--- src/rtl/core/trm_pkg.sv ---
// Shared types and constants of the throttled RMS level meter.
package trm_pkg;

  // Configuration register indexes
  localparam int unsigned CFG_IDX_W  = 2;
  localparam int unsigned CFG_DATA_W = 16;
  localparam logic [CFG_IDX_W-1:0] CFG_METER_ENABLE = 2'd0;
  localparam logic [CFG_IDX_W-1:0] CFG_WINDOW_LEN   = 2'd1;
  localparam logic [CFG_IDX_W-1:0] CFG_HOLDOFF_MS   = 2'd2;

  localparam int unsigned WIN_LEN_W = 13;
  localparam int unsigned HOLDOFF_W = 16;

  localparam logic [WIN_LEN_W-1:0] WIN_LEN_RESET = 13'd480;
  localparam logic [HOLDOFF_W-1:0] HOLDOFF_RESET = 16'd100;
  localparam logic [HOLDOFF_W-1:0] ELAPSED_MAX   = 16'hFFFF;

  // Item kinds
  localparam logic KIND_SAMPLE = 1'b0;
  localparam logic KIND_TICK   = 1'b1;

  // Window result queue between front and back
  localparam int unsigned QUEUE_DEPTH = 4;
  localparam int unsigned QUEUE_PTR_W = 2;
  localparam int unsigned QUEUE_CNT_W = 3;

  typedef struct packed {
    logic                 meter_enable;
    logic [WIN_LEN_W-1:0] window_len;
    logic [HOLDOFF_W-1:0] holdoff_ms;
  } cfg_t;

endpackage

--- src/rtl/core/trm_in_if.sv ---
// Input item channel: audio samples and millisecond ticks.
interface trm_in_if #(
  parameter int unsigned SAMPLE_BITS = 16
) ();
  logic                          valid;
  logic                          ready;
  logic                          kind;
  logic signed [SAMPLE_BITS-1:0] sample;

  modport source (output valid, kind, sample, input ready);
  modport sink   (input valid, kind, sample, output ready);
endinterface

--- src/rtl/core/trm_out_if.sv ---
// Result item channel: RMS magnitude of one measured window.
interface trm_out_if #(
  parameter int unsigned SAMPLE_BITS = 16
) ();
  logic                   valid;
  logic                   ready;
  logic [SAMPLE_BITS-1:0] rms_level;

  modport source (output valid, rms_level, input ready);
  modport sink   (input valid, rms_level, output ready);
endinterface

--- src/rtl/core/throttled_rms_level_meter.sv ---
// Top level of the throttled RMS level meter: configuration registers and block wiring.
// Accepts one item (sample or millisecond tick) per cycle while the window queue has
// room. An armed window's sum of squares is handed to a back unit through a four-entry
// queue; the back unit does a restoring division by the window length and then an integer
// square root, one result at a time. Short armed windows can stall input once four
// results are pending. There is no clearing pass after reset.
module throttled_rms_level_meter #(
  parameter int unsigned SAMPLE_BITS = 16,
  parameter int unsigned MAX_WINDOW  = 4096
) (
  input  logic                             clk_i,
  input  logic                             rst_ni,
  trm_in_if.sink                           in_i,
  trm_out_if.source                        out_o,
  input  logic                             cfg_we_i,
  input  logic [trm_pkg::CFG_IDX_W-1:0]    cfg_idx_i,
  input  logic [trm_pkg::CFG_DATA_W-1:0]   cfg_data_i
);

  localparam int unsigned LEN_W = $clog2(MAX_WINDOW + 1);
  localparam int unsigned SUM_W = 2 * SAMPLE_BITS - 1 + $clog2(MAX_WINDOW);

  trm_pkg::cfg_t cfg_q, cfg_d;

  logic                            push;
  logic [SUM_W-1:0]                push_sum;
  logic [LEN_W-1:0]                push_len;
  logic [trm_pkg::QUEUE_CNT_W-1:0] q_count;
  logic                            q_valid;
  logic [SUM_W-1:0]                q_sum;
  logic [LEN_W-1:0]                q_len;
  logic                            pop;

  always_comb begin
    cfg_d = cfg_q;
    if (cfg_we_i) begin
      unique case (cfg_idx_i)
        trm_pkg::CFG_METER_ENABLE: cfg_d.meter_enable = cfg_data_i[0];
        trm_pkg::CFG_WINDOW_LEN:   cfg_d.window_len   = cfg_data_i[trm_pkg::WIN_LEN_W-1:0];
        trm_pkg::CFG_HOLDOFF_MS:   cfg_d.holdoff_ms   = cfg_data_i[trm_pkg::HOLDOFF_W-1:0];
        default: begin
          cfg_d = cfg_q;
        end
      endcase
    end
  end

  always_ff @(posedge clk_i or negedge rst_ni) begin
    if (!rst_ni) begin
      cfg_q.meter_enable <= 1'b0;
      cfg_q.window_len   <= trm_pkg::WIN_LEN_RESET;
      cfg_q.holdoff_ms   <= trm_pkg::HOLDOFF_RESET;
    end else begin
      cfg_q <= cfg_d;
    end
  end

  trm_front #(
    .SAMPLE_BITS (SAMPLE_BITS),
    .MAX_WINDOW  (MAX_WINDOW)
  ) u_front (
    .clk_i       (clk_i),
    .rst_ni      (rst_ni),
    .cfg_i       (cfg_q),
    .in_valid_i  (in_i.valid),
    .in_ready_o  (in_i.ready),
    .in_kind_i   (in_i.kind),
    .in_sample_i (in_i.sample),
    .q_count_i   (q_count),
    .push_o      (push),
    .push_sum_o  (push_sum),
    .push_len_o  (push_len)
  );

  trm_queue #(
    .SUM_W (SUM_W),
    .LEN_W (LEN_W)
  ) u_queue (
    .clk_i      (clk_i),
    .rst_ni     (rst_ni),
    .push_i     (push),
    .push_sum_i (push_sum),
    .push_len_i (push_len),
    .count_o    (q_count),
    .valid_o    (q_valid),
    .sum_o      (q_sum),
    .len_o      (q_len),
    .pop_i      (pop)
  );

  trm_back #(
    .SAMPLE_BITS (SAMPLE_BITS),
    .MAX_WINDOW  (MAX_WINDOW)
  ) u_back (
    .clk_i       (clk_i),
    .rst_ni      (rst_ni),
    .q_valid_i   (q_valid),
    .q_sum_i     (q_sum),
    .q_len_i     (q_len),
    .pop_o       (pop),
    .out_valid_o (out_o.valid),
    .out_ready_i (out_o.ready),
    .rms_o       (out_o.rms_level)
  );

endmodule

--- src/rtl/core/trm_front.sv ---
// Front end: item intake, holdoff timer, window framing and square accumulation.
module trm_front #(
  parameter int unsigned SAMPLE_BITS = 16,
  parameter int unsigned MAX_WINDOW  = 4096
) (
  input  logic                                clk_i,
  input  logic                                rst_ni,
  input  trm_pkg::cfg_t                       cfg_i,
  input  logic                                in_valid_i,
  output logic                                in_ready_o,
  input  logic                                in_kind_i,
  input  logic signed [SAMPLE_BITS-1:0]       in_sample_i,
  input  logic [trm_pkg::QUEUE_CNT_W-1:0]     q_count_i,
  output logic                                push_o,
  output logic [2*SAMPLE_BITS-2+$clog2(MAX_WINDOW):0] push_sum_o,
  output logic [$clog2(MAX_WINDOW+1)-1:0]     push_len_o
);

  localparam int unsigned LEN_W  = $clog2(MAX_WINDOW + 1);
  localparam int unsigned SQ_W   = 2 * SAMPLE_BITS - 1;
  localparam int unsigned PROD_W = 2 * SAMPLE_BITS;
  localparam int unsigned SUM_W  = SQ_W + $clog2(MAX_WINDOW);
  localparam int unsigned PEND_W = trm_pkg::QUEUE_CNT_W + 1;

  logic [trm_pkg::HOLDOFF_W-1:0] elapsed_q, elapsed_d;
  logic [LEN_W-1:0]              pos_q, pos_d;
  logic                          armed_q, armed_d;

  // stage A: magnitude of an armed sample
  logic                   a_vld_q, a_first_q, a_end_q;
  logic [SAMPLE_BITS-1:0] a_mag_q;
  logic [LEN_W-1:0]       a_len_q;
  // stage B: its square
  logic                   b_vld_q, b_first_q, b_end_q;
  logic [SQ_W-1:0]        b_sq_q;
  logic [LEN_W-1:0]       b_len_q;
  logic [SUM_W-1:0]       acc_q, acc_d;

  logic [LEN_W-1:0]       len_eff, pos_inc;
  logic [SAMPLE_BITS-1:0] smp_u, mag;
  logic [PROD_W-1:0]      prod;
  logic [PEND_W-1:0]      pending;
  logic                   accept, is_tick, first, arm_ok, armed_now, win_end, a_take;

  always_comb begin
    if (cfg_i.window_len == '0) begin
      len_eff = LEN_W'(1);
    end else if (32'(cfg_i.window_len) > 32'(MAX_WINDOW)) begin
      len_eff = LEN_W'(MAX_WINDOW);
    end else begin
      len_eff = LEN_W'(cfg_i.window_len);
    end
  end

  // Count every window end already in flight against the queue's free slots.
  assign pending = PEND_W'(q_count_i) + PEND_W'(a_vld_q & a_end_q)
                 + PEND_W'(b_vld_q & b_end_q);
  assign in_ready_o = pending < PEND_W'(trm_pkg::QUEUE_DEPTH);

  assign accept    = in_valid_i & in_ready_o;
  assign is_tick   = in_kind_i == trm_pkg::KIND_TICK;
  assign first     = pos_q == '0;
  assign arm_ok    = cfg_i.meter_enable && (elapsed_q > cfg_i.holdoff_ms);
  assign armed_now = first ? arm_ok : armed_q;
  assign pos_inc   = pos_q + LEN_W'(1);
  assign win_end   = pos_inc >= len_eff;
  assign smp_u     = in_sample_i;
  assign mag       = smp_u[SAMPLE_BITS-1] ? (~smp_u + 1'b1) : smp_u;
  assign a_take    = accept & ~is_tick & armed_now;

  always_comb begin
    elapsed_d = elapsed_q;
    pos_d     = pos_q;
    armed_d   = armed_q;
    if (accept) begin
      if (is_tick) begin
        if (elapsed_q != trm_pkg::ELAPSED_MAX) begin
          elapsed_d = elapsed_q + 1'b1;
        end
      end else begin
        if (first && arm_ok) begin
          elapsed_d = '0;
        end
        pos_d   = win_end ? '0 : pos_inc;
        armed_d = win_end ? 1'b0 : armed_now;
      end
    end
  end

  assign prod  = PROD_W'(a_mag_q) * PROD_W'(a_mag_q);
  assign acc_d = (b_first_q ? '0 : acc_q) + SUM_W'(b_sq_q);

  always_ff @(posedge clk_i or negedge rst_ni) begin
    if (!rst_ni) begin
      elapsed_q <= trm_pkg::ELAPSED_MAX;
      pos_q     <= '0;
      armed_q   <= 1'b0;
      a_vld_q   <= 1'b0;
      b_vld_q   <= 1'b0;
    end else begin
      elapsed_q <= elapsed_d;
      pos_q     <= pos_d;
      armed_q   <= armed_d;
      a_vld_q   <= a_take;
      b_vld_q   <= a_vld_q;
    end
  end

  always_ff @(posedge clk_i) begin
    if (a_take) begin
      a_mag_q   <= mag;
      a_first_q <= first;
      a_end_q   <= win_end;
      a_len_q   <= len_eff;
    end
    if (a_vld_q) begin
      b_sq_q    <= prod[SQ_W-1:0];
      b_first_q <= a_first_q;
      b_end_q   <= a_end_q;
      b_len_q   <= a_len_q;
    end
    if (b_vld_q) begin
      acc_q <= acc_d;
    end
  end

  assign push_o     = b_vld_q & b_end_q;
  assign push_sum_o = acc_d;
  assign push_len_o = b_len_q;

endmodule

--- src/rtl/core/trm_queue.sv ---
// Short queue of finished window sums between front and back.
module trm_queue #(
  parameter int unsigned SUM_W = 43,
  parameter int unsigned LEN_W = 13
) (
  input  logic                            clk_i,
  input  logic                            rst_ni,
  input  logic                            push_i,
  input  logic [SUM_W-1:0]                push_sum_i,
  input  logic [LEN_W-1:0]                push_len_i,
  output logic [trm_pkg::QUEUE_CNT_W-1:0] count_o,
  output logic                            valid_o,
  output logic [SUM_W-1:0]                sum_o,
  output logic [LEN_W-1:0]                len_o,
  input  logic                            pop_i
);

  logic [SUM_W-1:0] sum_mem [trm_pkg::QUEUE_DEPTH];
  logic [LEN_W-1:0] len_mem [trm_pkg::QUEUE_DEPTH];
  logic [SUM_W-1:0] head_sum_q;
  logic [LEN_W-1:0] head_len_q;

  logic [trm_pkg::QUEUE_PTR_W-1:0] wr_ptr_q, rd_ptr_q, rd_ptr_d;
  logic [trm_pkg::QUEUE_CNT_W-1:0] count_q, count_d;

  always_comb begin
    count_d = count_q;
    if (push_i && !pop_i) begin
      count_d = count_q + 1'b1;
    end else if (pop_i && !push_i) begin
      count_d = count_q - 1'b1;
    end
  end

  assign rd_ptr_d = pop_i ? rd_ptr_q + 1'b1 : rd_ptr_q;

  always_ff @(posedge clk_i or negedge rst_ni) begin
    if (!rst_ni) begin
      wr_ptr_q <= '0;
      rd_ptr_q <= '0;
      count_q  <= '0;
    end else begin
      if (push_i) begin
        wr_ptr_q <= wr_ptr_q + 1'b1;
      end
      rd_ptr_q <= rd_ptr_d;
      count_q  <= count_d;
    end
  end

  always_ff @(posedge clk_i) begin
    if (push_i) begin
      sum_mem[wr_ptr_q] <= push_sum_i;
      len_mem[wr_ptr_q] <= push_len_i;
    end
    // hold the head entry in a register; take the incoming item when it lands there
    if (push_i && (wr_ptr_q == rd_ptr_d)) begin
      head_sum_q <= push_sum_i;
      head_len_q <= push_len_i;
    end else begin
      head_sum_q <= sum_mem[rd_ptr_d];
      head_len_q <= len_mem[rd_ptr_d];
    end
  end

  assign count_o = count_q;
  assign valid_o = count_q != '0;
  assign sum_o   = head_sum_q;
  assign len_o   = head_len_q;

  a_no_push_full: assert property (@(posedge clk_i) disable iff (!rst_ni)
    push_i |-> (count_q != trm_pkg::QUEUE_CNT_W'(trm_pkg::QUEUE_DEPTH)))
    else $error("window sum pushed into a full queue");

  a_no_pop_empty: assert property (@(posedge clk_i) disable iff (!rst_ni)
    pop_i |-> valid_o)
    else $error("window sum popped from an empty queue");

  a_count_bound: assert property (@(posedge clk_i) disable iff (!rst_ni)
    count_q <= trm_pkg::QUEUE_CNT_W'(trm_pkg::QUEUE_DEPTH))
    else $error("queue count beyond depth");

endmodule

--- src/rtl/core/trm_back.sv ---
// Back end: sum / length by restoring division, then integer square root.
module trm_back #(
  parameter int unsigned SAMPLE_BITS = 16,
  parameter int unsigned MAX_WINDOW  = 4096
) (
  input  logic                                clk_i,
  input  logic                                rst_ni,
  input  logic                                q_valid_i,
  input  logic [2*SAMPLE_BITS-2+$clog2(MAX_WINDOW):0] q_sum_i,
  input  logic [$clog2(MAX_WINDOW+1)-1:0]     q_len_i,
  output logic                                pop_o,
  output logic                                out_valid_o,
  input  logic                                out_ready_i,
  output logic [SAMPLE_BITS-1:0]              rms_o
);

  localparam int unsigned LEN_W = $clog2(MAX_WINDOW + 1);
  localparam int unsigned SQ_W  = 2 * SAMPLE_BITS - 1;
  localparam int unsigned SUM_W = SQ_W + $clog2(MAX_WINDOW);
  localparam int unsigned RAD_W = 2 * SAMPLE_BITS;
  localparam int unsigned SR_W  = SAMPLE_BITS + 1;
  localparam int unsigned ST_W  = SAMPLE_BITS + 3;
  localparam int unsigned CNT_W = $clog2(SUM_W + 1);

  localparam logic [1:0] ST_IDLE = 2'd0;
  localparam logic [1:0] ST_DIV  = 2'd1;
  localparam logic [1:0] ST_SQRT = 2'd2;
  localparam logic [1:0] ST_HOLD = 2'd3;

  logic [1:0]             state_q, state_d;
  logic [CNT_W-1:0]       cnt_q, cnt_d;
  logic [SUM_W-1:0]       dq_q, dq_d;
  logic [LEN_W-1:0]       dlen_q, dlen_d;
  logic [LEN_W-1:0]       drem_q, drem_d;
  logic [RAD_W-1:0]       rad_q, rad_d;
  logic [SR_W-1:0]        srem_q, srem_d;
  logic [SAMPLE_BITS-1:0] root_q, root_d;
  logic                   out_vld_q, out_vld_d;
  logic [SAMPLE_BITS-1:0] out_q;
  logic                   load_out;

  logic [LEN_W:0]         div_try;
  logic                   div_ge;
  logic [ST_W-1:0]        sq_try, sq_trial;
  logic                   sq_ge;

  // One quotient bit per cycle.
  assign div_try = {drem_q, dq_q[SUM_W-1]};
  assign div_ge  = div_try >= {1'b0, dlen_q};

  // One root bit per cycle: bring down two radicand bits.
  assign sq_try   = {srem_q, rad_q[RAD_W-1 -: 2]};
  assign sq_trial = ST_W'({root_q, 2'b01});
  assign sq_ge    = sq_try >= sq_trial;

  always_comb begin
    state_d  = state_q;
    cnt_d    = cnt_q;
    dq_d     = dq_q;
    dlen_d   = dlen_q;
    drem_d   = drem_q;
    rad_d    = rad_q;
    srem_d   = srem_q;
    root_d   = root_q;
    pop_o    = 1'b0;
    load_out = 1'b0;
    unique case (state_q)
      ST_IDLE: begin
        if (q_valid_i) begin
          pop_o   = 1'b1;
          dq_d    = q_sum_i;
          dlen_d  = q_len_i;
          drem_d  = '0;
          cnt_d   = '0;
          state_d = ST_DIV;
        end
      end
      ST_DIV: begin
        drem_d = div_ge ? LEN_W'(div_try - {1'b0, dlen_q}) : LEN_W'(div_try);
        dq_d   = {dq_q[SUM_W-2:0], div_ge};
        cnt_d  = cnt_q + 1'b1;
        if (cnt_q == CNT_W'(SUM_W - 1)) begin
          // quotient never exceeds a full-scale square
          rad_d   = RAD_W'({dq_q[SQ_W-2:0], div_ge});
          srem_d  = '0;
          root_d  = '0;
          cnt_d   = '0;
          state_d = ST_SQRT;
        end
      end
      ST_SQRT: begin
        srem_d = sq_ge ? SR_W'(sq_try - sq_trial) : SR_W'(sq_try);
        root_d = {root_q[SAMPLE_BITS-2:0], sq_ge};
        rad_d  = {rad_q[RAD_W-3:0], 2'b00};
        cnt_d  = cnt_q + 1'b1;
        if (cnt_q == CNT_W'(SAMPLE_BITS - 1)) begin
          state_d = ST_HOLD;
        end
      end
      ST_HOLD: begin
        // wait for the output register to free up
        if (!out_vld_q || out_ready_i) begin
          load_out = 1'b1;
          state_d  = ST_IDLE;
        end
      end
      default: begin
        state_d = ST_IDLE;
      end
    endcase
  end

  always_comb begin
    out_vld_d = out_vld_q;
    if (load_out) begin
      out_vld_d = 1'b1;
    end else if (out_ready_i) begin
      out_vld_d = 1'b0;
    end
  end

  always_ff @(posedge clk_i or negedge rst_ni) begin
    if (!rst_ni) begin
      state_q   <= ST_IDLE;
      cnt_q     <= '0;
      out_vld_q <= 1'b0;
    end else begin
      state_q   <= state_d;
      cnt_q     <= cnt_d;
      out_vld_q <= out_vld_d;
    end
  end

  always_ff @(posedge clk_i) begin
    dq_q   <= dq_d;
    dlen_q <= dlen_d;
    drem_q <= drem_d;
    rad_q  <= rad_d;
    srem_q <= srem_d;
    root_q <= root_d;
    if (load_out) begin
      out_q <= root_q;
    end
  end

  assign out_valid_o = out_vld_q;
  assign rms_o       = out_q;

endmodule

--- src/flat_wrapper.sv ---
// flat-port wrapper written by rule: the top's interface ports become plain ports
module throttled_rms_level_meter_flat 
#(
  parameter int unsigned SAMPLE_BITS = 16,
  parameter int unsigned MAX_WINDOW  = 4096
)
  (clk_i, rst_ni, cfg_we_i, cfg_idx_i, cfg_data_i, in_i_valid, in_i_kind, in_i_sample, in_i_ready, out_o_valid, out_o_rms_level, out_o_ready);
  trm_in_if #(.SAMPLE_BITS(SAMPLE_BITS)) in_i_i ();
  trm_out_if #(.SAMPLE_BITS(SAMPLE_BITS)) out_o_i ();
  input  logic clk_i;
  input  logic rst_ni;
  input  logic cfg_we_i;
  input  logic [trm_pkg::CFG_IDX_W-1:0] cfg_idx_i;
  input  logic [trm_pkg::CFG_DATA_W-1:0] cfg_data_i;
  input wire logic [$bits(in_i_i.valid)-1:0] in_i_valid;
  input wire logic [$bits(in_i_i.kind)-1:0] in_i_kind;
  input wire logic [$bits(in_i_i.sample)-1:0] in_i_sample;
  output wire logic [$bits(in_i_i.ready)-1:0] in_i_ready;
  output wire logic [$bits(out_o_i.valid)-1:0] out_o_valid;
  output wire logic [$bits(out_o_i.rms_level)-1:0] out_o_rms_level;
  input wire logic [$bits(out_o_i.ready)-1:0] out_o_ready;
  assign in_i_i.valid = in_i_valid;
  assign in_i_i.kind = in_i_kind;
  assign in_i_i.sample = in_i_sample;
  assign in_i_ready = in_i_i.ready;
  assign out_o_valid = out_o_i.valid;
  assign out_o_rms_level = out_o_i.rms_level;
  assign out_o_i.ready = out_o_ready;
  throttled_rms_level_meter #(.SAMPLE_BITS(SAMPLE_BITS), .MAX_WINDOW(MAX_WINDOW)) u_core (.clk_i(clk_i), .rst_ni(rst_ni), .in_i(in_i_i), .out_o(out_o_i), .cfg_we_i(cfg_we_i), .cfg_idx_i(cfg_idx_i), .cfg_data_i(cfg_data_i));
endmodule
--- config.mk ---
export PLATFORM = sky130hd
export DESIGN_NAME = throttled_rms_level_meter_flat
export DESIGN_NICKNAME = d
export VERILOG_FILES = /design/src/rtl/core/trm_pkg.sv /design/src/rtl/core/trm_in_if.sv /design/src/rtl/core/trm_out_if.sv /design/src/rtl/core/throttled_rms_level_meter.sv /design/src/rtl/core/trm_front.sv /design/src/rtl/core/trm_queue.sv /design/src/rtl/core/trm_back.sv /design/src/flat_wrapper.sv
export SDC_FILE = /design/constraint.sdc
export NUM_CORES = 1
export LEC_CHECK = 0
export ABC_AREA = 1
export BUFFER_PORTS_ARGS = -buffer_cell sky130_fd_sc_hd__buf_2
export CORE_ASPECT_RATIO = 1.75
export CORE_MARGIN = 3
export CORE_UTILIZATION = 30
export CTS_BUF_LIST = sky130_fd_sc_hd__clkbuf_4 sky130_fd_sc_hd__clkbuf_8
export DETAILED_ROUTE_END_ITERATION = 10
export GPL_TIMING_DRIVEN = 0
export HOLD_SLACK_MARGIN = 0.1
export PLACE_DENSITY_LB_ADDON = 0.2
export SYNTH_ARGS = -nofsm -noshare
export SYNTH_HDL_FRONTEND = slang
export SYNTH_SLANG_ARGS = --single-unit
--- constraint.sdc ---
create_clock -name clk_i -period 8.1 [get_ports clk_i]
set_clock_uncertainty 0.15 [all_clocks]
set_input_delay 0 -clock clk_i [delete_from_list [all_inputs] [get_ports clk_i]]
set_output_delay 0 -clock clk_i [all_outputs]
set_load 0.05 [all_outputs]
==> flow_summary.toml <==
[drt]
routed-via-count = 26550
met3WireLength_um = 2737
wl_met1_um = 34280
wl_um = 98290
highest-signal-layer = "met4"
antenna_left = 0
routedWlPerCell_um = 16.94
drt-initial-drc-count = 1054
drc = 0
firstDrtPassIters = 5
wl_met2_um = 55650
vias_per_cell = 4.576

[synthesis]
synth_ff_type = "edfxtp_1"
syn_nets = 4337
syn_area_per_cell_um2 = 9.119
yosysWarnings = 0
ys_async_sr_fraction = 0.1361
netlist_instances = 3925
synthesis.area_mm2 = 0.03579
synth.distinct_cells = 50
seq_area_frac_synth = 0.4701
synth_edf_count = 493
synth_seq_cells = 573

[floorplanning]
die_y_um = 462.9
fp.coreArea_mm2 = 0.1185
dieArea_mm2 = 0.1237
rows = 167
ios = 58
initial_core_util = 0.3021
die_w_um = 267.1

[worst_hold_path]
hold_path.class = "primary input to flip-flop"

[pwr]
leakage_uw = 0.01891
max-vdd-ir-drop_mv = 0.1316
p_per_area_mw_per_mm2 = 265.1

[timing]
min_period_over_period = 0.8802
fmax_mhz = 140.3
rsz0062_at_grt = "false"
finalMaxSlewViolations = 0
fin_crit_ns = 7.130
worst_slack_ns = 0.9700
slew_headroom = 0.3643
finalHoldViolations = 0
worst_slew_pin_slew_ns = 0.9535
finalSetupViolCount = 0

[cts]
cts_max_path_buffers = 3
cts_inserted_buffers = 93
clk_latency_ns = 0.75
path_clk_slew_ns = 0.07
cts_resized = 0
ctsHtreeMaxLevel = 3
postCtsSetupRepairBufs = 0
cts_sinks = 573
cts_tree = "yes"
root_buffer = "clkbuf_8"
cts_hold_buffers = 106

[critical_path]
cp.required_ns = 8.44
worstPathMaxFanout = 10
cp-end-kind = "flip-flop"
worstSetupPathType = "flip-flop to flip-flop"
critPathLaunchType = "flip-flop"
crit_arrival_ns = 7.47

[final_layout]
nFillCells = 12250
multi_input_area_mm2 = 0.01588
final_cell_mix = "842 x nand2_1, 713 x inv_1, 493 x edfxtp_1"
fin_util = 0.3504
syn_to_final_growth_pct = 15.97
seq_area_mm2 = 0.01683
final_common_cell = "nand2_1"
drive_above_1_share = 0.07358
nets = 4612

[place]
gp_congestion = 0.9436
post-dp-hpwl_um = 76550
pre_cts_slack_ns = 0.9958
port_buffers = 57

[run_status]
status = "complete, no violations"

[global_routing]
grt_pass1_wl_um = 154100
overflow = 0
antenna_found_initial = 1
grt_max_degree = 67
grt_pass1_vias = 28470
grtUsageTotal = 0.1615

[flow_run]
maxCapViolCount = 0
cell usage after synthesis, types with 12 or more instances:
master / count / area share
nand2_1: 842 / 0.088
inv_1: 713 / 0.075
edfxtp_1: 493 / 0.41
nor2_1: 429 / 0.045
o21ai_0: 258 / 0.036
ha_1: 207 / 0.072
nand3_1: 167 / 0.023
fa_1: 165 / 0.092
a21oi_1: 127 / 0.018
clkbuf_1: 84 / 0.0088
xor2_1: 83 / 0.020
dfrtp_1: 55 / 0.038
o22ai_1: 45 / 0.0079
nand4_1: 38 / 0.0066
nor3_1: 36 / 0.0050
dfstp_2: 23 / 0.017
xnor2_1: 21 / 0.0051
o21bai_1: 16 / 0.0034
a31oi_1: 14 / 0.0024
o21ai_1: 13 / 0.0018
buf_2: 12 / 0.0017
sequential cells by signal, summed over array words and instances, names as in the netlist, 17 cells and up, named ones only:
register and cells:
u_core.cfg_q 30, u_core.u_front.acc_q 43, u_core.u_queue.sum_mem 172, u_core.u_back.srem_q 17, u_core.u_back.rad_q 32, u_core.u_front.b_sq_q 30, u_core.u_back.dq_q 43, u_core.u_queue.len_mem 52
critical path: stages, from the launching register on:
cell and delay, ns:
edfxtp_1 0.42, clkbuf_1 0.49, clkbuf_1 0.58, nand2_1 0.23
fa_1 0.58, inv_1 0.06, fa_1 0.50, fa_1 0.52
fa_1 0.53, fa_1 0.55, inv_1 0.06, fa_1 0.54
inv_1 0.05, ha_1 0.34, nand2_1 0.14, inv_1 0.08
nand2_1 0.09, nor2_1 0.44, nand4_1 0.28, nand3_1 0.17
xor2_1 0.07
cell type report:
type | count | share of cell area
Sequential cell | 573 | 0.4054
Multi-Input combinational cell | 2528 | 0.3826
Inverter | 715 | 0.06469
Tap cell | 1521 | 0.04585
Timing Repair Buffer | 180 | 0.04148
Clock buffer | 121 | 0.03650
Clock inverter | 55 | 0.01215
Buffer | 109 | 0.01124
Antenna cell | 1 | 0.00006029
worst paths after layout:
check / from / end / slack (ns) / depth (start not counted)
worst max-delay path: u_core.u_front.a_mag_q[4]$_DFFE_PP_ / u_core.u_front.b_sq_q[21]$_DFFE_PP_ / 0.97 / 20
worst min-delay path: in_i_sample[0] / u_core.u_front.a_mag_q[1]$_DFFE_PP_ / 0.21 / 6
worst max register to register: u_core.u_front.a_mag_q[4]$_DFFE_PP_ / u_core.u_front.b_sq_q[21]$_DFFE_PP_ / 0.97 / 20
worst min register to register: u_core.u_front.a_len_q[0]$_DFFE_PP_ / u_core.u_front.push_len_o[0]$_DFFE_PP_ / 0.27 / 0
max in group asynchronous: rst_ni / u_core.u_front.elapsed_q[9]$_DFFE_PN1P_ / 6.61 / 4
min in group asynchronous: rst_ni / u_core.u_back.cnt_q[1]$_DFFE_PN0P_ / 0.31 / 3
report_power, final:
| part | switching, uW | internal [uW] |
|---|---|---|
| combinational | 2740 | 1320 |
| sequential | 235 | 3960 |
| clock | 1250 | 1500 |
| total | 4230 | 6780 |
kinds of logic (layout without fill, tap and decap cells):
| logic type | Yosys count | count (layout) | share of synthesized area |
|---|---|---|---|
| compound gates | 493 | 493 | 0.07404 |
| buf+inv | 824 | 1180 | 0.08806 |
| fa+ha+maj | 372 | 372 | 0.1647 |
| other cells | 0 | 1 | 0 |
| xor+xnor | 104 | 104 | 0.02545 |
| flops | 573 | 573 | 0.4701 |
| simple gates | 1559 | 1559 | 0.1777 |
metrics by stage:
stage,cells,hold WS [ns],total power [uW],instance area (um^2),setup TNS [ns]
floorplan,3925,-0.4456,7034,35790,0
global placement,5503,0.08091,8295,37980,-49.43
detailed placement,5520,-0.2477,8333,38430,0
CTS,5802,0.1079,11210,41510,0
global route,5803,0.1924,11880,41510,0
finish,5803,0.2093,11000,41510,0
routing by layer:
| layer | track usage | vias up |
|---|---|---|
| met5 | 0 | - |
| met1 | 0.1533 | 12620 |
| li1 | - | 13230 |
| met3 | 0.01996 | 241 |
| met2 | 0.3255 | 463 |
| met4 | 0.08972 | 0 |
(Power assumes the default switching activity.)
